## src/rtl/c2r_pkg.sv

```systemverilog
`default_nettype none
package c2r_pkg;

	// 1.0 in the 15-bit fraction format
	localparam logic [14:0] FracOne = 15'd32760;
	localparam logic [27:0] DivStep = 28'd4095;
	localparam logic [27:0] DivStep2 = 28'd8190;
	localparam logic [7:0] ByteMax = 8'd255;

	typedef enum logic [1:0] {
		ReqRgb  = 2'd0,
		ReqHsb  = 2'd1,
		ReqCmyk = 2'd2,
		ReqGray = 2'd3
	} c2r_space_t;

	// products and side data leaving the front end
	typedef struct packed {
		logic              valid;
		logic              use_mux;
		logic [2:0]        sector;
		logic [14:0]       val;
		logic              direct;
		logic [2:0][14:0]  pass;
		logic [29:0]       mprod;
		logic [29:0]       sfprod;
		logic [2:0][29:0]  cprod;
	} c2r_prod_t;

	// channel fractions ready for byte scaling
	typedef struct packed {
		logic              valid;
		logic [2:0][15:0]  frac;
	} c2r_frac_t;

	function automatic logic [14:0] sat_frac(input logic [14:0] x);
		logic [14:0] r;
		r = (x > FracOne) ? FracOne : x;
		return r;
	endfunction

	// first guess of floor(x / 32760), low by at most two
	function automatic logic [15:0] quot_est(input logic [29:0] x);
		logic [26:0] y;
		logic [27:0] sum;
		y = x[29:3];
		sum = {1'b0, y} + {13'd0, y[26:12]};
		return sum[27:12];
	endfunction

	// correct the guess from its remainder against 4095
	function automatic logic [15:0] quot_fix(input logic [29:0] x, input logic [15:0] q0);
		logic [26:0] y;
		logic [27:0] back;
		logic [27:0] rem;
		logic [15:0] q;
		y = x[29:3];
		back = {q0, 12'd0} - {12'd0, q0};
		rem = {1'b0, y} - back;
		q = q0 + {15'd0, rem >= DivStep} + {15'd0, rem >= DivStep2};
		return q;
	endfunction

	// black deduction quotient: ((p >> 3) + (p >> 15) + 1) >> 12
	function automatic logic [15:0] black_frac(input logic [29:0] p);
		logic [27:0] s;
		s = {1'b0, p[29:3]} + {13'd0, p[29:15]} + 28'd1;
		return s[27:12];
	endfunction

endpackage
`default_nettype wire

```

## src/rtl/c2r_resolve.sv

```systemverilog
`default_nettype none
module c2r_resolve (
	input  wire logic          clk,
	input  wire logic          arst_n,
	input  wire c2r_pkg::c2r_prod_t prod,
	output c2r_pkg::c2r_frac_t fracs
);

	logic valid_s3, valid_s4, valid_s5, valid_s6, valid_s7;

	logic use_mux_s3, use_mux_s4, use_mux_s5, use_mux_s6;
	logic [2:0] sector_s3, sector_s4, sector_s5, sector_s6;
	logic [14:0] val_s3, val_s4, val_s5, val_s6;
	logic [2:0][15:0] frac_s3, frac_s4, frac_s5, frac_s6, frac_s7;
	logic [29:0] mx_s3, tx_s3;
	logic [15:0] mq_s3, tq_s3;
	logic [15:0] m_s4, t_s4, m_s5, m_s6;
	logic [29:0] nx_s5, nx_s6;
	logic [15:0] nq_s6;

	logic [2:0][15:0] cfrac;
	logic [15:0] tdiff;
	logic [30:0] nfull;
	logic [15:0] n, kv, v16;
	logic [16:0] ksum;
	logic [2:0][15:0] hsb;

	always_comb begin
		for (int i = 0; i < 3; i++) begin
			cfrac[i] = prod.direct ? {1'b0, prod.pass[i]} : c2r_pkg::black_frac(prod.cprod[i]);
		end
		tdiff = {1'b0, c2r_pkg::FracOne} - t_s4;
		nfull = {16'd0, val_s4} * {15'd0, tdiff};

		n = c2r_pkg::quot_fix(nx_s6, nq_s6);
		v16 = {1'b0, val_s6};
		ksum = {1'b0, m_s6} + {1'b0, v16} - {1'b0, n};
		kv = ksum[15:0];
		case (sector_s6)
			3'd1: begin
				hsb[0] = n;    hsb[1] = v16;  hsb[2] = m_s6;
			end
			3'd2: begin
				hsb[0] = m_s6; hsb[1] = v16;  hsb[2] = kv;
			end
			3'd3: begin
				hsb[0] = m_s6; hsb[1] = n;    hsb[2] = v16;
			end
			3'd4: begin
				hsb[0] = kv;   hsb[1] = m_s6; hsb[2] = v16;
			end
			3'd5: begin
				hsb[0] = v16;  hsb[1] = m_s6; hsb[2] = n;
			end
			default: begin
				// sector zero, and a hue of exactly 1.0
				hsb[0] = v16;  hsb[1] = kv;   hsb[2] = m_s6;
			end
		endcase
	end

	always_ff @(posedge clk or negedge arst_n) begin
		if (!arst_n) begin
			valid_s3 <= 1'b0;
			valid_s4 <= 1'b0;
			valid_s5 <= 1'b0;
			valid_s6 <= 1'b0;
			valid_s7 <= 1'b0;
		end else begin
			valid_s3 <= prod.valid;
			valid_s4 <= valid_s3;
			valid_s5 <= valid_s4;
			valid_s6 <= valid_s5;
			valid_s7 <= valid_s6;
		end
	end

	always_ff @(posedge clk) begin
		use_mux_s3 <= prod.use_mux;
		sector_s3 <= prod.sector;
		val_s3 <= prod.val;
		frac_s3 <= cfrac;
		mx_s3 <= prod.mprod;
		tx_s3 <= prod.sfprod;
		mq_s3 <= c2r_pkg::quot_est(prod.mprod);
		tq_s3 <= c2r_pkg::quot_est(prod.sfprod);

		use_mux_s4 <= use_mux_s3;
		sector_s4 <= sector_s3;
		val_s4 <= val_s3;
		frac_s4 <= frac_s3;
		m_s4 <= c2r_pkg::quot_fix(mx_s3, mq_s3);
		t_s4 <= c2r_pkg::quot_fix(tx_s3, tq_s3);

		use_mux_s5 <= use_mux_s4;
		sector_s5 <= sector_s4;
		val_s5 <= val_s4;
		frac_s5 <= frac_s4;
		m_s5 <= m_s4;
		nx_s5 <= nfull[29:0];

		use_mux_s6 <= use_mux_s5;
		sector_s6 <= sector_s5;
		val_s6 <= val_s5;
		frac_s6 <= frac_s5;
		m_s6 <= m_s5;
		nx_s6 <= nx_s5;
		nq_s6 <= c2r_pkg::quot_est(nx_s5);

		frac_s7 <= use_mux_s6 ? hsb : frac_s6;
	end

	always_comb begin
		fracs.valid = valid_s7;
		fracs.frac = frac_s7;
	end

endmodule
`default_nettype wire

```

## config.mk

```make
export PLATFORM = sky130hd
export DESIGN_NAME = c2r_resolve
export DESIGN_NICKNAME = d
export VERILOG_FILES = /design/src/rtl/c2r_pkg.sv /design/src/rtl/c2r_resolve.sv
export SDC_FILE = /design/constraint.sdc
export NUM_CORES = 2
export LEC_CHECK = 0
export ABC_AREA = 1
export BUFFER_PORTS_ARGS = -buffer_cell sky130_fd_sc_hd__buf_2
export CAP_MARGIN = 20
export CORE_MARGIN = 1
export CORE_UTILIZATION = 51
export DETAILED_ROUTE_END_ITERATION = 12
export PLACE_DENSITY = 0.83
export SYNTH_ARGS = -nofsm -noshare
export SYNTH_HDL_FRONTEND = slang
export SYNTH_SLANG_ARGS = --single-unit
```

## constraint.sdc

```tcl
create_clock -name clk -period 6.8 [get_ports clk]
set_input_delay 0.68 -clock clk [delete_from_list [all_inputs] [get_ports clk]]
set_output_delay 0.68 -clock clk [all_outputs]
set_load 0.01 [all_outputs]
```

==> results.md <==
- Status: completed
- Final hold vios: 0
- Setup Crit Path Kind: flop to flop
- Clock root cell: clkbuf_16
- Grt ovf: 0
- Latest clock arrival within the worst-skew pair: 0.62 ns
- Worst Reg2Reg Path Length in Cells: 29
- Largest net degree at the start of global routing: 70
- Area Overhead vs Synth: 12.91%
- Synth Net Count: 5196
- Worst Path Required: 7.27 ns
- Core area: 0.06716 mm²
- Clk pin slew, worst setup/hold paths: 0.06 ns
- CTS tree: built
- Post-synthesis simple-gate area fraction: 0.2254
- Mapped cell area: 0.03460 mm²
- Drt pass-1 iters: 6
- Post-synth EDFFs: 0
- Mux share of post-synthesis cell area: 0
- Final wirelength: 95.77 mm
- # IOs: 267
- Ys Warns: 0
- Cells after synthesis: 4429
- Antenna violations before repair: 7
- Final nets: 5484
- Vias: 30.37k
- Synth area leaders: dfxtp_1 (31%), ha_1 (12%), fa_1 (12%)
- Antenna-violating nets left: 0
- CTS Buf Count: 52
- Share of cells above drive strength 1: 0.1082
- Period utilization: 0.9625
- Top FF cell, synth: dfxtp_1
- Mapped Avg Cell Area: 7.813 µm²
- CP max stage delay: 0.55 ns
- Crit Path Max Fanout: 6
- Max_cap viols: 0
- Final core area utilization: 0.5818
- Htree depth: 2
- Final Cell Area: 0.03907 mm²
- Asr flop ratio synth: 0.009242
- Worst path slowest cell: fa_1
- Most frequent cell after synthesis: nand2_1
- Post-synthesis sequential area ratio: 0.3137
- Tightest Pin Transition: 1.106 ns
- HPWL after detailed placement: 77.93 mm
- Worst endpoint data arrival time: 7.02 ns
- Initial core utilization: 0.5152
- Die area: 0.06890 mm²
- Final GP Congestion: 0.9930
- Slew Limit Fails: 0
- Port Buf Inserts: 251
- Startpoint Class: flop
- GRT Overall Usage: 0.2734
- Clk sinks: 541
- Vias in the first global route: 29.41k
- Crit end category: flop
- Adder-Cell Fraction of Synth Area: 0.2439
- Area leader, netlist: dfxtp_1
- XOR/XNOR Fraction of Synth Area: 0.03768
- Row count: 95
- Clock Path Buffers: 3
- HP Class: input port to flop
- Die height: 262.5 µm
- Placed Instance Area: 0.03695 mm²
- DR WL/cell: 17.00 µm
- Main combinational cell family by area after synthesis: adder cells
- First-pass GRT wire length: 151.1 mm
- Yosys cell types: 64
- Die width: 262.5 µm
- Worst Hold Depth: 1
- DR vias/cell: 5.389
- DR iter-0 viols: 2725
- Share of the synthesized area in the top cell type: 0.3101
- Synth Register Bits: 541
- Commonest cells post-synth: nand2_1 (1025), inv_1 (702), dfxtp_1 (536), nor2_1 (386), ha_1 (340)
- Synth Area in Compound Gates: 0.09293
- Fmax: 152.8 MHz
- Max Clock Skew: 0.02408 ns
- Max-slew headroom at the worst pin: 0.2596
- Crit path top cell by count: inv_1
- DR DRC count: 0
- Final Setup Violations: 0
- Min cycle time layout: 6.545 ns
-- sequential cells by signal, indices dropped and copies added (netlist names), 16 cells and up --
signal and flops:
frac_s3 48, frac_s4 48, frac_s5 48, frac_s6 48, fracs 48, mx_s3 27
nx_s5 27, nx_s6 27, tx_s3 27, m_s4 16, m_s5 16, m_s6 16
mq_s3 16, nq_s6 16, t_s4 16, tq_s3 16
-- layout make-up --
type	instances	area (µm²)
fillers	5847	28090
multi-input cells	3097	20980
diodes	3	7.507
inverters	733	2755
clock inverters	25	341.6
flip-flops and latches	541	10860
repair buffers	292	1579
clock buffers	71	1453
well taps	873	1092
-- critical path: cells and delay by family (launching register included) --
kind            cells  cell delay, ns
compound gates      4            1.07
xor+xnor            1            0.14
fa+ha+maj           8            3.15
buf+inv             9            0.79
flops               1            0.37
simple gates        7            0.86
-- repair_timing --
| item | in CTS | in global routing |
|---|---|---|
| endpoints found under the hold margin | 5 | 0 |
| setup buffers | 0 | 8 |
| gates resized for setup | 0 | 54 |
| setup endpoints to repair | 0 | 26 |
| hold buffers | 1 | 0 |
-- worst paths after layout --
path | endpoint | slack [ns] | start
worst max register to register | nx_s5[27] | 0.25 | t_s4[0]
worst min register to register | m_s6[11] | 0.31 | m_s5[11]
worst min-delay path | val_s3[13] | 0.16 | prod[209]
worst max-delay path | nx_s5[27] | 0.25 | t_s4[0]
min in group asynchronous | valid_s5 | 0.41 | arst_n
max in group asynchronous | valid_s6 | 6.27 | arst_n
-- metal layers --
metal / global-route usage / vias up / wire length, µm
met1: 0.3600 / 14150 / 40730
met4: 0.09603 / 4 / 3432
met5: 0 / - / 24
met3: 0.04132 / 252 / 7350
li1: - / 14720 / -
met2: 0.4564 / 1236 / 44240
-- cells by family after synthesis --
kind of cell | after synthesis
adders and majority gates | 549
buffers and inverters | 791
xor gates and xnor gates | 148
and+or+nand+nor | 1840
AOI/OAI and AO/OA | 560
DFF | 541
-- per-stage QoR --
step / instances / setup WS [ns] / hold WS [ns] / TNS [ns]
floorplan: 4429 / 0.2658 / 0.3096 / 0
global placement: 5527 / 0.2342 / 0.3102 / 0
detailed placement: 5527 / 0.04221 / 0.3121 / 0
CTS: 5624 / 0.01173 / 0.1382 / 0
global route: 5635 / -0.08822 / 0.1498 / -0.2721
finish: 5635 / 0.2549 / 0.1577 / 0
-- placed cells by master, fill, tap and decap left out, types with 11 or more instances in the layout --
cell / instances
inv_2: 26
dfxtp_1: 533
fa_1: 208
o211ai_1: 16
buf_4: 39
nor4_1: 14
buf_2: 251
o21bai_1: 14
nand2_1: 1021
xor2_1: 107
inv_1: 699
nand3_1: 198
ha_1: 328
a21oi_1: 230
o21a_1: 11
nor3_1: 69
a31oi_1: 13
o22ai_1: 23
nand4_1: 54
nor2_1: 383
nand3b_1: 24
o221ai_1: 14
or2_2: 15
o21ai_0: 139
a21oi_2: 14
o21ai_1: 22
xnor2_1: 38
clkbuf_16: 52
a21o_1: 11
nand2_2: 13
clkbuf_1: 11
Power is left out: the tool's default activity adds up to more than one toggle a clock period on the data nets, which glitch-free logic cannot reach.
