### src/rtl/c2r_pkg.sv
`default_nettype none
package c2r_pkg;

	// 1.0 in the 15-bit fraction format
	localparam logic [14:0] FracOne = 15'd32760;
	localparam logic [27:0] DivStep = 28'd4095;
	localparam logic [27:0] DivStep2 = 28'd8190;
	localparam logic [7:0] ByteMax = 8'd255;

	typedef enum logic [1:0] {
		ReqRgb  = 2'd0,
		ReqHsb  = 2'd1,
		ReqCmyk = 2'd2,
		ReqGray = 2'd3
	} c2r_space_t;

	// products and side data leaving the front end
	typedef struct packed {
		logic              valid;
		logic              use_mux;
		logic [2:0]        sector;
		logic [14:0]       val;
		logic              direct;
		logic [2:0][14:0]  pass;
		logic [29:0]       mprod;
		logic [29:0]       sfprod;
		logic [2:0][29:0]  cprod;
	} c2r_prod_t;

	// channel fractions ready for byte scaling
	typedef struct packed {
		logic              valid;
		logic [2:0][15:0]  frac;
	} c2r_frac_t;

	function automatic logic [14:0] sat_frac(input logic [14:0] x);
		logic [14:0] r;
		r = (x > FracOne) ? FracOne : x;
		return r;
	endfunction

	// first guess of floor(x / 32760), low by at most two
	function automatic logic [15:0] quot_est(input logic [29:0] x);
		logic [26:0] y;
		logic [27:0] sum;
		y = x[29:3];
		sum = {1'b0, y} + {13'd0, y[26:12]};
		return sum[27:12];
	endfunction

	// correct the guess from its remainder against 4095
	function automatic logic [15:0] quot_fix(input logic [29:0] x, input logic [15:0] q0);
		logic [26:0] y;
		logic [27:0] back;
		logic [27:0] rem;
		logic [15:0] q;
		y = x[29:3];
		back = {q0, 12'd0} - {12'd0, q0};
		rem = {1'b0, y} - back;
		q = q0 + {15'd0, rem >= DivStep} + {15'd0, rem >= DivStep2};
		return q;
	endfunction

	// black deduction quotient: ((p >> 3) + (p >> 15) + 1) >> 12
	function automatic logic [15:0] black_frac(input logic [29:0] p);
		logic [27:0] s;
		s = {1'b0, p[29:3]} + {13'd0, p[29:15]} + 28'd1;
		return s[27:12];
	endfunction

endpackage
`default_nettype wire

### src/rtl/c2r_prep.sv
`default_nettype none
module c2r_prep (
	input  wire logic              clk,
	input  wire logic              arst_n,
	input  wire logic              in_valid,
	input  wire logic [1:0]        req_type,
	input  wire logic [14:0]       comp_a,
	input  wire logic [14:0]       comp_b,
	input  wire logic [14:0]       comp_c,
	input  wire logic [14:0]       comp_d,
	output c2r_pkg::c2r_prod_t     prod
);

	logic [14:0] a, b, c, d;
	logic [17:0] h6;
	logic [2:0] sector;
	logic [17:0] sec_off;
	logic [14:0] kk;
	logic k_zero, k_one;
	logic [14:0] notk;
	logic [2:0][14:0] comp;
	logic [2:0][14:0] inv;
	logic [2:0][14:0] pass;
	logic is_hsb, is_rgb, is_gray;
	logic direct;

	logic valid_s1, use_mux_s1, direct_s1;
	logic [2:0] sector_s1;
	logic [14:0] f_s1, sat_s1, val_s1, notk_s1;
	logic [2:0][14:0] inv_s1, pass_s1;

	logic valid_s2, use_mux_s2, direct_s2;
	logic [2:0] sector_s2;
	logic [14:0] val_s2;
	logic [2:0][14:0] pass_s2;
	logic [29:0] mprod_s2, sfprod_s2;
	logic [2:0][29:0] cprod_s2;

	always_comb begin
		a = c2r_pkg::sat_frac(comp_a);
		b = c2r_pkg::sat_frac(comp_b);
		c = c2r_pkg::sat_frac(comp_c);
		d = c2r_pkg::sat_frac(comp_d);
		comp[0] = a;
		comp[1] = b;
		comp[2] = c;
		is_hsb = (req_type == c2r_pkg::ReqHsb);
		is_rgb = (req_type == c2r_pkg::ReqRgb);
		is_gray = (req_type == c2r_pkg::ReqGray);

		// sector = floor(6h / 1.0), remainder kept as F
		h6 = {1'b0, a, 2'b00} + {2'b00, a, 1'b0};
		sector = 3'd0;
		sec_off = 18'd0;
		for (int k = 1; k <= 6; k++) begin
			if (h6 >= 18'(k) * {3'd0, c2r_pkg::FracOne}) begin
				sector = 3'(k);
				sec_off = 18'(k) * {3'd0, c2r_pkg::FracOne};
			end
		end

		// gray is cmyk with no ink and black = 1.0 - gray
		kk = is_gray ? (c2r_pkg::FracOne - a) : d;
		k_zero = (kk == 15'd0);
		k_one = (kk == c2r_pkg::FracOne);
		notk = c2r_pkg::FracOne - kk;
		for (int i = 0; i < 3; i++) begin
			inv[i] = is_gray ? c2r_pkg::FracOne : (c2r_pkg::FracOne - comp[i]);
			if (is_hsb)
				pass[i] = c;
			else if (is_rgb)
				pass[i] = comp[i];
			else if (k_zero)
				pass[i] = inv[i];
			else
				pass[i] = 15'd0;
		end
		direct = is_hsb | is_rgb | k_zero | k_one;
	end

	always_ff @(posedge clk or negedge arst_n) begin
		if (!arst_n) begin
			valid_s1 <= 1'b0;
			valid_s2 <= 1'b0;
		end else begin
			valid_s1 <= in_valid;
			valid_s2 <= valid_s1;
		end
	end

	always_ff @(posedge clk) begin
		use_mux_s1 <= is_hsb & (b != 15'd0);
		direct_s1 <= direct;
		sector_s1 <= sector;
		f_s1 <= 15'(h6 - sec_off);
		sat_s1 <= b;
		val_s1 <= c;
		notk_s1 <= notk;
		inv_s1 <= inv;
		pass_s1 <= pass;

		use_mux_s2 <= use_mux_s1;
		direct_s2 <= direct_s1;
		sector_s2 <= sector_s1;
		val_s2 <= val_s1;
		pass_s2 <= pass_s1;
		mprod_s2 <= {15'd0, val_s1} * {15'd0, c2r_pkg::FracOne - sat_s1};
		sfprod_s2 <= {15'd0, sat_s1} * {15'd0, f_s1};
		for (int i = 0; i < 3; i++) begin
			cprod_s2[i] <= {15'd0, inv_s1[i]} * {15'd0, notk_s1};
		end
	end

	always_comb begin
		prod.valid = valid_s2;
		prod.use_mux = use_mux_s2;
		prod.sector = sector_s2;
		prod.val = val_s2;
		prod.direct = direct_s2;
		prod.pass = pass_s2;
		prod.mprod = mprod_s2;
		prod.sfprod = sfprod_s2;
		prod.cprod = cprod_s2;
	end

endmodule
`default_nettype wire

### config.mk
export PLATFORM = sky130hd
export DESIGN_NAME = c2r_prep
export DESIGN_NICKNAME = d
export VERILOG_FILES = /design/src/rtl/c2r_pkg.sv /design/src/rtl/c2r_prep.sv
export SDC_FILE = /design/constraint.sdc
export NUM_CORES = 2
export LEC_CHECK = 0
export BUFFER_PORTS_ARGS = -buffer_cell sky130_fd_sc_hd__buf_2
export CAP_MARGIN = 20
export CORE_MARGIN = 8
export CORE_UTILIZATION = 65
export CTS_CLUSTER_DIAMETER = 150
export DETAILED_ROUTE_END_ITERATION = 10
export PLACE_DENSITY_LB_ADDON = 0.08
export SYNTH_ARGS = -nofsm -noshare
export SYNTH_HDL_FRONTEND = slang
export SYNTH_SLANG_ARGS = --single-unit
### constraint.sdc
create_clock -name clk -period 21.7 [get_ports clk]
set_clock_uncertainty 0.2 [all_clocks]
set_input_delay 4.34 -clock clk [delete_from_list [all_inputs] [get_ports clk]]
set_output_delay 4.34 -clock clk [all_outputs]
set_load 0.05 [all_outputs]
==> results.json <==
{
  "status": "finished clean",
  "ys_ff_latch": 370,
  "drive_gt1_share_pct": 7.94,
  "ys_warn_count": 0,
  "arrival_ns": 10.80,
  "critical_path_class": "input pin to register",
  "crit_top_cell": "o21ai_0",
  "synth.mux.area_fraction_pct": 0.341,
  "setup_tns_ns": 0,
  "vias": 35500,
  "yosys.area_share.simple_pct": 16.8,
  "setup_viol": 0,
  "syn_area_per_cell_um2": 9.16,
  "postCtsHoldBufs": 0,
  "relSlewSlack_pct": 36.6,
  "die_x_um": 287,
  "hold_viol": 0,
  "synth_compound_area_share_pct": 5.99,
  "grt_antenna_before_repair": 24,
  "netlist_area_um2": 47700,
  "synth_area_leader_cell": "fa_1",
  "synth_top_family_by_area": "adder cells",
  "endpoint_kind": "register",
  "grt_use_total_pct": 30.4,
  "dr.pass1.iters": 5,
  "overflow": 0,
  "required_ns": 21.99,
  "async_reset_ff_share_pct": 0.541,
  "cts_max_level": 2,
  "min_from": "pass_s1[17]",
  "hp-class": "register to register",
  "ys.flop_type": "dfxtp_1",
  "grt_pass1_vias": 38300,
  "numCtsBuffers": 44,
  "holdPathStages": 0,
  "tightest_slew_ns": 0.946,
  "min_to": "prod[167]",
  "synth_common_cells": "inv_1 (872), fa_1 (824), nand2_1 (804), ha_1 (522), and2_1 (467)",
  "vias_per_cell": 5.63,
  "wl_per_cell_um": 19.3,
  "reg2reg_to": "mprod_s2[28]",
  "cpPeakStageDelay_ns": 0.68,
  "synthAdderAreaFrac_pct": 48.3,
  "ant_nets": 0,
  "cts_tree": "yes",
  "yosys.cell_count.top_type": "inv_1",
  "cts_buffer_depth": 3,
  "dieArea_um2": 82300,
  "fin_nets": 6706,
  "timing.rr.start": "sat_s1[1]",
  "fmax_mhz": 95.2,
  "clock_sink_count": 370,
  "critPathSlowestCell": "o31ai_1",
  "seq_area_frac_synth_pct": 15.6,
  "rr_worst_depth": 27,
  "cts_resized": 0,
  "worst-path-max-fanout": 7,
  "clk_latency_ns": 0.61,
  "synth_cells": 5202,
  "cts_root_buf": "clkbuf_16",
  "portBuffers": 279,
  "die_h_um": 287,
  "dpl.hpwl_um": 94300,
  "slew_violations": 0,
  "finalCriticalPeriod_ns": 10.50,
  "drv_cap": 0,
  "synth_edf_count": 0,
  "synthXorXnorAreaFrac_pct": 3.99,
  "rows": 99,
  "finalWirelength_um": 121000,
  "startpoint_type": "input pin",
  "grt_pass1_wl_um": 200000,
  "grt_max_degree": 71,
  "io_pins": 281,
  "path_clk_slew_ns": 0.06,
  "synth.distinct_cells": 80,
  "synth.area.top_cells": "fa_1 (35%), dfxtp_1 (15%), ha_1 (14%)",
  "remaining_drc_errors": 0,
  "place.gp.congestion": 0.921,
  "coreArea_um2": 72800,
  "syn-num-nets": 6613,
  "start_util_pct": 65.5,
  "syn2layout_area_growth_pct": 7.20,
  "drt_iter0_drc": 2154,
  "post_cts_buffers": 0,
  "reg2reg_slack_ns": 13.67,
  "synth_top_area_share_pct": 34.6,
  "rsz0062_at_grt": "false",
  "critPathLaunch": "comp_a[3]",
  "fin_crit_sh_pct": 48.4
}
-- cells by family (layout without fill, tap and decap cells) --
family | Yosys count | in the layout
other | 1 | 9
DFF | 370 | 370
muxes | 16 | 16
and+or+nand+nor | 1667 | 1667
adders and majority gates | 1346 | 1346
xor gates and xnor gates | 217 | 217
AOI/OAI and AO/OA | 446 | 446
buffers and inverters | 1139 | 1267
-- worst max-delay path: cells and delay by family --
kind | cells | cell delay (ns)
AO/OA/AOI/OAI | 14 | 2.91
adder cells (fa/ha/maj) | 4 | 1.48
AND/OR/NAND/NOR | 6 | 1.15
XOR/XNOR | 2 | 0.46
buffers and inverters | 2 | 0.45
-- final cells by class --
| type | instances | area, µm² |
|---|---|---|
| multi-input combinational | 3693 | 36000 |
| antenna | 8 | 20.0 |
| sequential | 370 | 7420 |
| clock buffer | 60 | 1280 |
| fill | 5869 | 21700 |
| tap | 959 | 1200 |
| clock inverter | 21 | 277 |
| timing repair buffer | 314 | 1660 |
| inverter | 872 | 3270 |
-- stage by stage --
| step | setup slack, ns | hold slack [ns] | cell area [µm²] | instances | util, % |
|---|---|---|---|---|---|
| 6_report | 11.20 | 0.133 | 51100 | 6297 | 70.2 |
| 3_5_place_dp | 10.57 | 0.113 | 49500 | 6208 | 68.0 |
| 2_1_floorplan | 12.00 | 0.110 | 47700 | 5202 | - |
| 4_1_cts | 11.21 | 0.133 | 51100 | 6289 | 70.1 |
| 5_1_grt | 10.43 | 0.144 | 51100 | 6289 | 70.1 |
| 3_3_place_gp | 10.63 | 0.113 | 49500 | 6208 | 68.0 |
-- cell usage in the layout (no fill, tap or decap), types with 25 or more instances in the layout --
cell | synthesis | final
dfxtp_1 | 368 | 367
buf_4 | 6 | 35
nand3_1 | 67 | 67
nand2_1 | 804 | 803
inv_1 | 872 | 872
fa_1 | 824 | 824
xnor2_1 | 154 | 150
xor2_1 | 63 | 63
buf_2 | 7 | 279
nor3_1 | 32 | 32
nand4_1 | 25 | 25
nor2_1 | 155 | 154
nand2b_1 | 25 | 25
clkbuf_16 | 0 | 46
a21o_1 | 44 | 44
a21oi_1 | 136 | 136
ha_1 | 522 | 522
o21ai_0 | 71 | 71
and2_1 | 467 | 467
-- worst max-delay path by stage --
| stage | endpoint | depth (start not counted) |
|---|---|---|
| finish | f_s1[13] | 28 |
| global route | f_s1[13] | 28 |
| CTS | f_s1[13] | 28 |
| detailed placement | f_s1[13] | 28 |
| global placement | f_s1[13] | 28 |
| floorplan | f_s1[13] | 28 |
-- state kept, by name, summed over array words and instances, names as in the netlist, 15 cells and up --
| name | count |
|---|---|
| sat_s1 | 15 |
| prod | 135 |
| val_s1 | 15 |
| val_s2 | 15 |
| notk_s1 | 15 |
| pass_s1 | 45 |
| inv_s1 | 45 |
| sfprod_s2 | 29 |
| mprod_s2 | 30 |
-- metal layers --
layer	wire length, µm	GRT usage (%)
met1	48700	37.7
met2	57600	51.3
met3	10200	7.63
met4	4700	10.8
met5	139	0
Power is not shown: default switching activity piles up to over one toggle a cycle in this logic, so the estimate is an artifact.
