--- src/rtl/c2r_pkg.sv ---
`default_nettype none
package c2r_pkg;

	// 1.0 in the 15-bit fraction format
	localparam logic [14:0] FracOne = 15'd32760;
	localparam logic [27:0] DivStep = 28'd4095;
	localparam logic [27:0] DivStep2 = 28'd8190;
	localparam logic [7:0] ByteMax = 8'd255;

	typedef enum logic [1:0] {
		ReqRgb  = 2'd0,
		ReqHsb  = 2'd1,
		ReqCmyk = 2'd2,
		ReqGray = 2'd3
	} c2r_space_t;

	// products and side data leaving the front end
	typedef struct packed {
		logic              valid;
		logic              use_mux;
		logic [2:0]        sector;
		logic [14:0]       val;
		logic              direct;
		logic [2:0][14:0]  pass;
		logic [29:0]       mprod;
		logic [29:0]       sfprod;
		logic [2:0][29:0]  cprod;
	} c2r_prod_t;

	// channel fractions ready for byte scaling
	typedef struct packed {
		logic              valid;
		logic [2:0][15:0]  frac;
	} c2r_frac_t;

	function automatic logic [14:0] sat_frac(input logic [14:0] x);
		logic [14:0] r;
		r = (x > FracOne) ? FracOne : x;
		return r;
	endfunction

	// first guess of floor(x / 32760), low by at most two
	function automatic logic [15:0] quot_est(input logic [29:0] x);
		logic [26:0] y;
		logic [27:0] sum;
		y = x[29:3];
		sum = {1'b0, y} + {13'd0, y[26:12]};
		return sum[27:12];
	endfunction

	// correct the guess from its remainder against 4095
	function automatic logic [15:0] quot_fix(input logic [29:0] x, input logic [15:0] q0);
		logic [26:0] y;
		logic [27:0] back;
		logic [27:0] rem;
		logic [15:0] q;
		y = x[29:3];
		back = {q0, 12'd0} - {12'd0, q0};
		rem = {1'b0, y} - back;
		q = q0 + {15'd0, rem >= DivStep} + {15'd0, rem >= DivStep2};
		return q;
	endfunction

	// black deduction quotient: ((p >> 3) + (p >> 15) + 1) >> 12
	function automatic logic [15:0] black_frac(input logic [29:0] p);
		logic [27:0] s;
		s = {1'b0, p[29:3]} + {13'd0, p[29:15]} + 28'd1;
		return s[27:12];
	endfunction

endpackage
`default_nettype wire

--- src/rtl/c2r_scale.sv ---
`default_nettype none
module c2r_scale (
	input  wire logic          clk,
	input  wire logic          arst_n,
	input  wire c2r_pkg::c2r_frac_t fracs,
	output logic               done,
	output logic [7:0]         red,
	output logic [7:0]         green,
	output logic [7:0]         blue
);

	logic valid_s8, valid_s9;
	logic [2:0][29:0] x_s8;
	logic [2:0][15:0] q0_s8;
	logic [2:0][7:0] byte_s9;

	logic [2:0][29:0] x;
	logic [2:0][15:0] q;
	logic [2:0][7:0] bytes;

	always_comb begin
		for (int i = 0; i < 3; i++) begin
			// frac * 255
			x[i] = {6'd0, fracs.frac[i], 8'd0} - {14'd0, fracs.frac[i]};
			q[i] = c2r_pkg::quot_fix(x_s8[i], q0_s8[i]);
			bytes[i] = (q[i] > {8'd0, c2r_pkg::ByteMax}) ? c2r_pkg::ByteMax : q[i][7:0];
		end
	end

	always_ff @(posedge clk or negedge arst_n) begin
		if (!arst_n) begin
			valid_s8 <= 1'b0;
			valid_s9 <= 1'b0;
		end else begin
			valid_s8 <= fracs.valid;
			valid_s9 <= valid_s8;
		end
	end

	always_ff @(posedge clk) begin
		x_s8 <= x;
		for (int i = 0; i < 3; i++) begin
			q0_s8[i] <= c2r_pkg::quot_est(x[i]);
		end
		byte_s9 <= bytes;
	end

	assign done = valid_s9;
	assign red = byte_s9[0];
	assign green = byte_s9[1];
	assign blue = byte_s9[2];

endmodule
`default_nettype wire

--- config.mk ---
export PLATFORM = sky130hd
export DESIGN_NAME = c2r_scale
export DESIGN_NICKNAME = d
export VERILOG_FILES = /design/src/rtl/c2r_pkg.sv /design/src/rtl/c2r_scale.sv
export SDC_FILE = /design/constraint.sdc
export NUM_CORES = 1
export LEC_CHECK = 0
export BUFFER_PORTS_ARGS = -buffer_cell sky130_fd_sc_hd__buf_2
export CAP_MARGIN = 25
export CORE_MARGIN = 8
export CORE_UTILIZATION = 55
export DETAILED_ROUTE_END_ITERATION = 16
export GPL_TIMING_DRIVEN = 1
export PLACE_DENSITY = 0.79
export SLEW_MARGIN = 20
export SYNTH_ARGS = -nofsm -noshare
export SYNTH_HDL_FRONTEND = slang
export SYNTH_SLANG_ARGS = --single-unit
--- constraint.sdc ---
create_clock -name clk -period 6.4 [get_ports clk]
set_clock_uncertainty 0.15 [all_clocks]
set_input_delay 0.96 -clock clk [delete_from_list [all_inputs] [get_ports clk]]
set_output_delay 0.96 -clock clk [all_outputs]
set_load 0.01 [all_outputs]
==> results of run 1 <==
[path summary, 6_finish.rpt]
check / start / slack, ns / depth (start not counted) / endpoint
max: q0_s8[47] / 0.54 / 21 / blue[7]
min: arst_n / 0.15 / 1 / done
max reg2reg: q0_s8[47] / 0.54 / 21 / blue[7]
min reg2reg: valid_s8 / 0.20 / 0 / done
max in group asynchronous: arst_n / 5.86 / 1 / valid_s8
min in group clk: valid_s8 / 0.20 / 0 / done
[cell type report]
| cell class | count | area, µm² | share of cell area [%] |
|---|---|---|---|
| Inverter | 248 | 931 | 6.32 |
| Tap cell | 324 | 405 | 2.75 |
| Multi-Input combinational cell | 1265 | 9590 | 65.1 |
| Clock buffer | 17 | 425 | 2.89 |
| Clock inverter | 15 | 149 | 1.01 |
| Timing Repair Buffer | 82 | 428 | 2.90 |
| Sequential cell | 140 | 2810 | 19.1 |
[cell families after synthesis]
kind of cell	synth area share, %
AND/OR/NAND/NOR	18.5
flip-flops	20.9
buffers and inverters	7.93
AO/OA/AOI/OAI	20.0
multiplexers	1.90
XOR/XNOR	8.44
adder cells (fa/ha/maj)	22.3
[metal layers]
metal / wire (µm) / GRT usage (%) / share of wire (%)
met2: 16300 / 40.1 / 47
met4: 671 / 7.50 / 1.9
met5: 0 / 0 / 0
met3: 1820 / 3.26 / 5.2
met1: 16000 / 31.0 / 46
[metrics by stage]
| stage | instance area [µm²] | setup slack, ns |
|---|---|---|
| 5_1_grt | 14700 | 0.151 |
| 3_3_place_gp | 14200 | 0.538 |
| 6_report | 14700 | 0.538 |
| 2_1_floorplan | 13500 | 0.872 |
| 4_1_cts | 14700 | 0.588 |
| 3_5_place_dp | 14200 | 0.479 |
[registers in the layout, summed over array words and instances (netlist names)]
signal,flops
q0_s8,48
x_s8,66
valid_s8,1
blue,8
green,8
red,8
done,1
[power by group through the flow]
stage / combinational [W] / sequential, W / clock (W)
floorplan: 0.00151 / 0.00104 / 0
finish: 0.00204 / 0.00103 / 0.000957
detailed placement: 0.00198 / 0.00105 / 0
CTS: 0.00200 / 0.00103 / 0.000966
global placement: 0.00194 / 0.00105 / 0
global route: 0.00227 / 0.00104 / 0.00101
[cell usage after synthesis, drive strengths merged (31+ instances only)]
library cell	number	share of area (%)
inv	247	6.9
dfxtp	138	21
xnor2	98	6.4
nand2	112	3.1
nand3	56	2.1
xor2	31	2.1
nor2	84	2.5
nor3	49	1.9
a21o	38	2.1
a21oi	118	4.4
o21ai	63	2.3
ha	216	20
==> reports/results.ini, run 1 <==
[sta]
fin_crit_sh_pct = 91.6
fmax_ghz = 0.171
hold_ws_ns = 0.152
hold_violations = 0
setup-violations-final = 0
worst_slew_pin_slew_ns = 0.616
setup_tns_ns = 0
slew_headroom_pct = 58.8
layout_min_cycle_time_ns = 5.86
drv_slew = 0
rsz0062_at_grt = no

[worst_setup_path]
end_kind = flip-flop
worstPathArrival_ns = 6.02
critPathMaxFanout = 8
cp_top_family = compound AO/OA/AOI/OAI gates
crit_chain = inv_1 > fa_1 > inv_1 > ha_1 > a21o_1 > a21oi_1 > o22ai_1 > a2111oi_0 > o2111ai_1 > a311o_1 > nand4b_1 > nor4_1 > o21ai_0 > fa_1 > and3_1 > nand3_1 > nor2_1 > a2111o_1 > a211oi_1 > buf_4 > o21ai_0
cp_slowest_cell = nor4_1
crit_required_ns = 6.56
crit_type = reg2reg
critPathBufInv = 3
startpoint_type = flip-flop
slowest_delay_ns = 0.51

[synth]
synth-edff-count = 0
synth_cells = 1684
yosys_warnings = 0
syn-num-nets = 1966
synth_seq_area_share_pct = 20.9
syn_avg_cell_area_um2 = 8.00
ys_types = 87
synth_area_um2 = 13500
synth_seq_cells = 140
async_flop_share_pct = 1.43
synth_ff_type = dfxtp_1

[floorplanning]
die-area_um2 = 29800
coreArea_um2 = 24200
start_util_pct = 55.7
die_h_um = 172
die_w_um = 172
core.rowCount = 57
pin_count = 76

[power]
switching_share_pct = 42.6
total_power_w = 0.00402
ir_drop_uv = 152
power_frac_comb_pct = 50.6
power.share.clock_pct = 23.8
p_switching_w = 0.00172
p_int_w = 0.00231
leakage_nw = 7.07
power_frac_seq_pct = 25.6
powerDensity_nw_per_um2 = 273

[drt]
wirelength_um = 34800
wl_per_cell_um = 16.6
initialDrtViolationCount = 928
viasPerCell = 5.85
drc = 0
ant_nets = 0
drt-pass1-iter-count = 5
vias = 12200

[clock_tree]
cts.sinks = 140
ctsResizeCount = 0
ctsLongestPathBuffers = 2
numCtsBuffers = 17
ctsHoldBuffers = 0
h-tree-depth = 4
worstSkewPairLatency_ns = 0.43
cts_tree = done
cts_root_buf = clkbuf_16
post-cts-setup-buffers = 0
clkTransAtPathRegs_ns = 0.07

[final_layout]
nFillCells = 2041
utilization_pct = 61.0
area_growth_syn_to_layout_pct = 9.43
final-instance-count-excl-fill = 2091
final_cell_mix = 247 x inv_1, 216 x ha_1, 138 x dfxtp_1
final_nets = 2036
drive_above_1_share_pct = 8.15
final_common_cell = inv_1
n_antenna_cell = 0

[hold_path]
min_path_type = in2async

[global_route]
grt_overflow_total = 0
grt.total_usage_pct = 23.8
grt_pass1_wl_um = 58200
first_global_vias = 12100
grt_max_degree = 17
antenna_found_initial = 0

[run]
maxCapViolCount = 0

[place]
dp.cells = 2059
dpl.hpwl_um = 28400
gp_congestion = 0.961
portBuffers = 75

[status]
outcome = finished clean

No activity file was read; power rests on OpenSTA's default activity.
==> run 2: changes to the inputs <==
--- a/config.mk
+++ b/config.mk
@@ -7,6 +7,7 @@
 export LEC_CHECK = 0
 export BUFFER_PORTS_ARGS = -buffer_cell sky130_fd_sc_hd__buf_2
 export CAP_MARGIN = 25
+export CORE_ASPECT_RATIO = 1.75
 export CORE_MARGIN = 8
 export CORE_UTILIZATION = 55
 export DETAILED_ROUTE_END_ITERATION = 16
==> reports/results.ini, run 2 (synthesis gave the netlist of run 1 again) <==
[status]
outcome = finished clean

[sta]
drv_slew = 0  ; unchanged
worst_slew_pin_slew_ns = 0.684  ; +0.0679 ns
fin_crit_sh_pct = 92.0  ; +0.43 points
hold_ws_ns = 0.139  ; -0.0120 ns
setup-violations-final = 0  ; unchanged
rsz0062_at_grt = no
slew_headroom_pct = 53.9  ; -4.8 points
layout_min_cycle_time_ns = 5.89  ; +0.0272 ns
setup_tns_ns = 0  ; unchanged
fmax_ghz = 0.170  ; -0.46%
hold_violations = 0  ; unchanged

[worst_setup_path]
crit_type = reg2reg
critPathMaxFanout = 9  ; +1
r2r-end = blue[7]
reg2reg_from = q0_s8[38]
r2r_slack_ns = 0.51  ; -0.03 ns
crit_start = q0_s8[38]
startpoint_type = flip-flop
worst-path-stages = 20  ; -4.8%
cp_slowest_cell = a2111oi_0
critPathBufInv = 3  ; unchanged
endpoint = blue[7]
slowest_delay_ns = 0.51  ; about the same
cp_top_family = compound AO/OA/AOI/OAI gates
worstPathArrival_ns = 6.05  ; +0.03 ns
ff2ff_path_depth = 20  ; -4.8%
crit_required_ns = 6.57  ; about the same
end_kind = flip-flop
crit_chain = inv_1 > ha_1 > inv_1 > ha_1 > a21oi_1 > o211ai_1 > a2111oi_0 > nor2_1 > a311o_1 > nand4b_1 > nor4_1 > o21ai_0 > fa_1 > and3_1 > nand3_1 > nor2_1 > a2111o_1 > a211oi_1 > buf_4 > o21ai_0

[power]
switching_share_pct = 41.3  ; -1.4 points
leakage_nw = 7.10  ; +0.50%
powerDensity_nw_per_um2 = 280  ; +2.5%
p_int_w = 0.00243  ; +5.3%
power_frac_seq_pct = 24.9  ; -0.7 points
ir_drop_uv = 211  ; +39%
p_switching_w = 0.00171  ; -0.44%
power.share.clock_pct = 25.6  ; +1.8 points
power_frac_comb_pct = 49.5  ; -1.1 points

[drt]
wirelength_um = 37800  ; +8.7%
ant_nets = 0  ; unchanged
initialDrtViolationCount = 637  ; -31%
drt-pass1-iter-count = 5  ; unchanged
vias = 12400  ; +1.6%
drc = 0  ; unchanged
viasPerCell = 5.97  ; +2.1%
wl_per_cell_um = 18.1  ; +9.1%

[floorplanning]
die-area_um2 = 29900  ; +0.66%
start_util_pct = 55.3  ; -0.38 points
core.rowCount = 76  ; +33%
pin_count = 76  ; unchanged
die_h_um = 223  ; +29%
die_w_um = 134  ; -22%
coreArea_um2 = 24300  ; +0.69%

[final_layout]
top_register = x_s8
area_growth_syn_to_layout_pct = 9.83
final_cell_mix = 247 x inv_1, 216 x ha_1, 138 x dfxtp_1
multiInputGateArea_um2 = 9590  ; unchanged
reg_top3 = x_s8 (66), q0_s8 (48)
final_nets = 2039  ; +0.15%
nFillCells = 2170  ; +6.3%
drive_above_1_share_pct = 8.25  ; +0.099 points
regArea_um2 = 2810  ; unchanged
final_common_cell = inv_1
n_antenna_cell = 0  ; unchanged
largest_reg_flops = 66  ; unchanged

[place]
gp_congestion = 0.944  ; -1.7%
portBuffers = 75  ; unchanged
dpl.hpwl_um = 30900  ; +8.8%

[global_route]
grt_max_degree = 17  ; unchanged
antenna_found_initial = 0  ; unchanged
grt_overflow_total = 0  ; unchanged
first_global_vias = 12500  ; +3.6%
grt.total_usage_pct = 25.4  ; +1.6 points
grt_pass1_wl_um = 61100  ; +4.9%

[clock_tree]
clkTransAtPathRegs_ns = 0.07  ; about the same
cts.sinks = 140  ; unchanged
h-tree-depth = 4  ; unchanged
ctsHoldBuffers = 0  ; unchanged
numCtsBuffers = 17  ; unchanged
ctsLongestPathBuffers = 2  ; unchanged
worstSkewPairLatency_ns = 0.45  ; +0.02 ns
post-cts-setup-buffers = 0  ; unchanged
cts_tree = done
cts_root_buf = clkbuf_16
ctsResizeCount = 0  ; unchanged

[run]
maxCapViolCount = 0  ; unchanged

[hold_path]
min_path_type = in2async

==> run 2: changes by cell type in the layout (fill, tap and decap cells not counted), sizes merged <==
cell / previous run / this run
buf: 82 / 85
bufinv: 0 / 3
clkinv: 6 / 3
clkbuf: 17 / 19
inv: 255 / 253
==> run 2: power groups by stage <==
stage                     registers [W]  logic (W)  clock network (W)
after CTS                       0.00103    0.00202            0.00107
after global placement          0.00105    0.00196                  0
after global routing            0.00104    0.00228            0.00111
final                           0.00103    0.00205            0.00106
after detailed placement        0.00105    0.00200                  0
after floorplan                 0.00104    0.00151                  0
==> run 2: how the worst min path moves through the flow <==
stage,cells after the start,to,startpoint
after global placement,0,done,valid_s8
after floorplan,0,done,valid_s8
after global routing,1,valid_s8,arst_n
final,1,valid_s8,arst_n
after detailed placement,0,done,valid_s8
after CTS,1,valid_s8,arst_n
==> run 2: final cells by class <==
type                       count  area share, %
timing repair buffer          85           3.04
inverter                     248           6.29
sequential                   140           19.0
tap                          312           2.64
clock buffer                  19           2.99
multi-input combinational   1265           64.8
clock inverter                13           1.20
==> run 2: worst register-to-register path, cell delays in order (launching register included) <==
cell and delay, ns:
dfxtp_1 0.43, inv_1 0.14, ha_1 0.30, inv_1 0.05, ha_1 0.38, a21oi_1 0.29, o211ai_1 0.33, a2111oi_0 0.52
nor2_1 0.12, a311o_1 0.35, nand4b_1 0.16, nor4_1 0.45, o21ai_0 0.24, fa_1 0.48, and3_1 0.21, nand3_1 0.10
nor2_1 0.08, a2111o_1 0.43, a211oi_1 0.24, buf_4 0.20, o21ai_0 0.11
==> run 2: layer usage <==
layer	up-vias	global-route usage, %	part of all wire (%)	wire [µm]
met2	401	47.4	53	19900
met4	0	21.0	8.1	3070
met5	-	0	0	0
met3	162	2.95	3.1	1170
met1	5747	24.0	36	13600
li1	6127	-	-	-
==> run 2: per-stage QoR <==
| stage | setup WS [ns] | instance area [µm²] | cells | power [W] | utilization [%] |
|---|---|---|---|---|---|
| global placement | 0.513 | 14200 | 2050 | 0.00301 | 58.2 |
| CTS | 0.591 | 14800 | 2082 | 0.00412 | 60.8 |
| finish | 0.511 | 14800 | 2082 | 0.00414 | 60.8 |
| detailed placement | 0.477 | 14200 | 2050 | 0.00305 | 58.2 |
| floorplan | 0.872 | 13500 | 1684 | 0.00255 | - |
| global route | 0.0541 | 14800 | 2082 | 0.00443 | 60.8 |
==> run 3: changes to the inputs <==
==> constraint.sdc (replaced) <==
create_clock -name clk -period 6.4 [get_ports clk]
set_clock_uncertainty 0.15 [all_clocks]
set_input_delay 0.32 -clock clk [delete_from_list [all_inputs] [get_ports clk]]
set_output_delay 0.32 -clock clk [all_outputs]
set_load 0.01 [all_outputs]
==> reports/results.ini, run 3 (synthesis gave the netlist of run 1 again) <==
[floorplanning]
core.rowCount = 76  ; unchanged
die-area_um2 = 29900  ; unchanged
die_h_um = 223  ; unchanged
pin_count = 76  ; unchanged
start_util_pct = 55.3  ; unchanged
die_w_um = 134  ; unchanged
coreArea_um2 = 24300  ; unchanged

[sta]
fmax_ghz = 0.169  ; -0.32%
hold_violations = 0  ; unchanged
slew_headroom_pct = 54.7  ; +0.75 points
setup-violations-final = 0  ; unchanged
setup_tns_ns = 0  ; unchanged
worst_slew_pin_slew_ns = 0.677  ; -0.00699 ns
rsz0062_at_grt = no
hold_ws_ns = 0.0163  ; -0.123 ns
drv_slew = 0  ; unchanged
fin_crit_sh_pct = 92.3  ; +0.30 points
layout_min_cycle_time_ns = 5.91  ; +0.0191 ns

[place]
dpl.hpwl_um = 31500  ; +2.1%
gp_congestion = 1.03  ; +8.7%
portBuffers = 75  ; unchanged

[clock_tree]
clkTransAtPathRegs_ns = 0.07  ; about the same
worstSkewPairLatency_ns = 0.44  ; about the same
cts_tree = done
h-tree-depth = 4  ; unchanged
post-cts-setup-buffers = 0  ; unchanged
cts.sinks = 140  ; unchanged
cts_root_buf = clkbuf_16
numCtsBuffers = 17  ; unchanged
ctsLongestPathBuffers = 2  ; unchanged

[power]
leakage_nw = 7.10  ; about the same
powerDensity_nw_per_um2 = 277  ; -1.1%
total_power_w = 0.00409  ; -1.1%
ir_drop_uv = 205  ; -2.9%

[drt]
initialDrtViolationCount = 628  ; -1.4%
drc = 0  ; unchanged
drt-pass1-iter-count = 5  ; unchanged
vias = 12600  ; +1.5%
wl_per_cell_um = 18.2  ; +0.54%
viasPerCell = 6.05  ; +1.4%
ant_nets = 0  ; unchanged
wirelength_um = 38000  ; +0.64%

[worst_setup_path]
worstPathArrival_ns = 6.07  ; +0.02 ns
end_kind = flip-flop
startpoint_type = flip-flop
reg2reg_from = q0_s8[47]
r2r_slack_ns = 0.49  ; -0.02 ns
critPathMaxFanout = 8  ; -1
crit_type = reg2reg
r2r-end = blue[7]
crit_required_ns = 6.56  ; about the same
ff2ff_path_depth = 22  ; +10%

[final_layout]
final_nets = 2041  ; +0.098%
largest_reg_flops = 66  ; unchanged
final_cell_mix = 247 x inv_1, 216 x ha_1, 138 x dfxtp_1
nFillCells = 2261  ; +4.2%
area_growth_syn_to_layout_pct = 9.89  ; about the same
n_antenna_cell = 0  ; unchanged
top_register = x_s8
drive_above_1_share_pct = 8.24  ; -0.0093 points
reg_top3 = x_s8 (66), q0_s8 (48)
final_common_cell = inv_1

[hold_path]
hold-path-endpoint = x_s8[66]
min_path_type = in2reg
min_from = fracs[38]
hold_depth = 2

[global_route]
antenna_found_initial = 0  ; unchanged
grt_max_degree = 17  ; unchanged
first_global_vias = 13100  ; +4.1%
grt_pass1_wl_um = 62700  ; +2.6%
grt.total_usage_pct = 25.9  ; +0.58 points
grt_overflow_total = 0  ; unchanged

[run]
maxCapViolCount = 0  ; unchanged

[status]
outcome = finished clean

[run 3: cell types whose count changed in the layout (fill, tap and decap cells not counted), sizes merged]
cell / delta
clkinv: +1
inv: +4
buf: -2
bufinv: -2
clkinvlp: -1
dlygate4sd3: +4
clkbuf: -2
[run 3: power breakdown]
group	internal [W]	switching [W]
Combinational	0.000826	0.00124
Sequential	0.000969	0.0000603
Clock	0.000558	0.000445
Total	0.00235	0.00174
[run 3: stage by stage]
step | std cells | worst slack [ns] | instance area, µm² | utilization, %
after floorplan | 1684 | 0.965 | 13500 | -
after global placement | 2048 | 0.496 | 14200 | 58.2
after detailed placement | 2048 | 0.411 | 14200 | 58.2
after CTS | 2084 | 0.381 | 14800 | 60.8
after global routing | 2084 | 0.108 | 14800 | 60.8
final | 2084 | 0.492 | 14800 | 60.8
[run 3: layout make-up]
class | instances | area (µm²) | area share (%)
clock inverter | 15 | 173 | 1.17
clock buffer | 17 | 425 | 2.87
multi-input combinational | 1265 | 9590 | 64.8
inverter | 248 | 931 | 6.29
tap | 312 | 390 | 2.64
timing repair buffer | 87 | 475 | 3.21
sequential | 140 | 2810 | 19.0
[run 3: metal layers]
metal / GRT usage (%) / share of wire (%)
met5: 0 / 0
met2: 48.5 / 53
met1: 23.8 / 35
met3: 3.85 / 3.4
met4: 22.3 / 8.3
[run 3: critical path: stages, from the launching register on]
cell and delay, ns:
dfxtp_1 0.40, inv_1 0.12, fa_1 0.38, inv_1 0.07, ha_1 0.29, a21o_1 0.21, a21oi_1 0.28, o22ai_1 0.13
a2111oi_0 0.47, o2111ai_1 0.27, a311o_1 0.37, nand4b_1 0.21, nor4_2 0.44, o21ai_0 0.22, fa_1 0.48, ha_1 0.24
and3_1 0.20, nand3_1 0.13, mux2i_1 0.19, nand2_1 0.07, a211oi_1 0.17, buf_4 0.19, o21ai_0 0.09
[run 3: worst max path at each step]
stage	end	slack, ns	depth (start not counted)	startpoint
finish	blue[7]	0.49	22	q0_s8[47]
global route	blue[7]	0.11	22	q0_s8[47]
CTS	blue[7]	0.38	21	q0_s8[47]
detailed placement	blue[7]	0.41	21	q0_s8[47]
global placement	blue[7]	0.50	21	q0_s8[47]
floorplan	blue[7]	0.96	20	x_s8[76]
[run 3: timing repair]
action                                  4_1_cts  5_1_grt
hold buffers                                  4        0
endpoints found under the setup margin        0        8
gates resized for setup                       0        1
hold endpoints to repair                      5        0
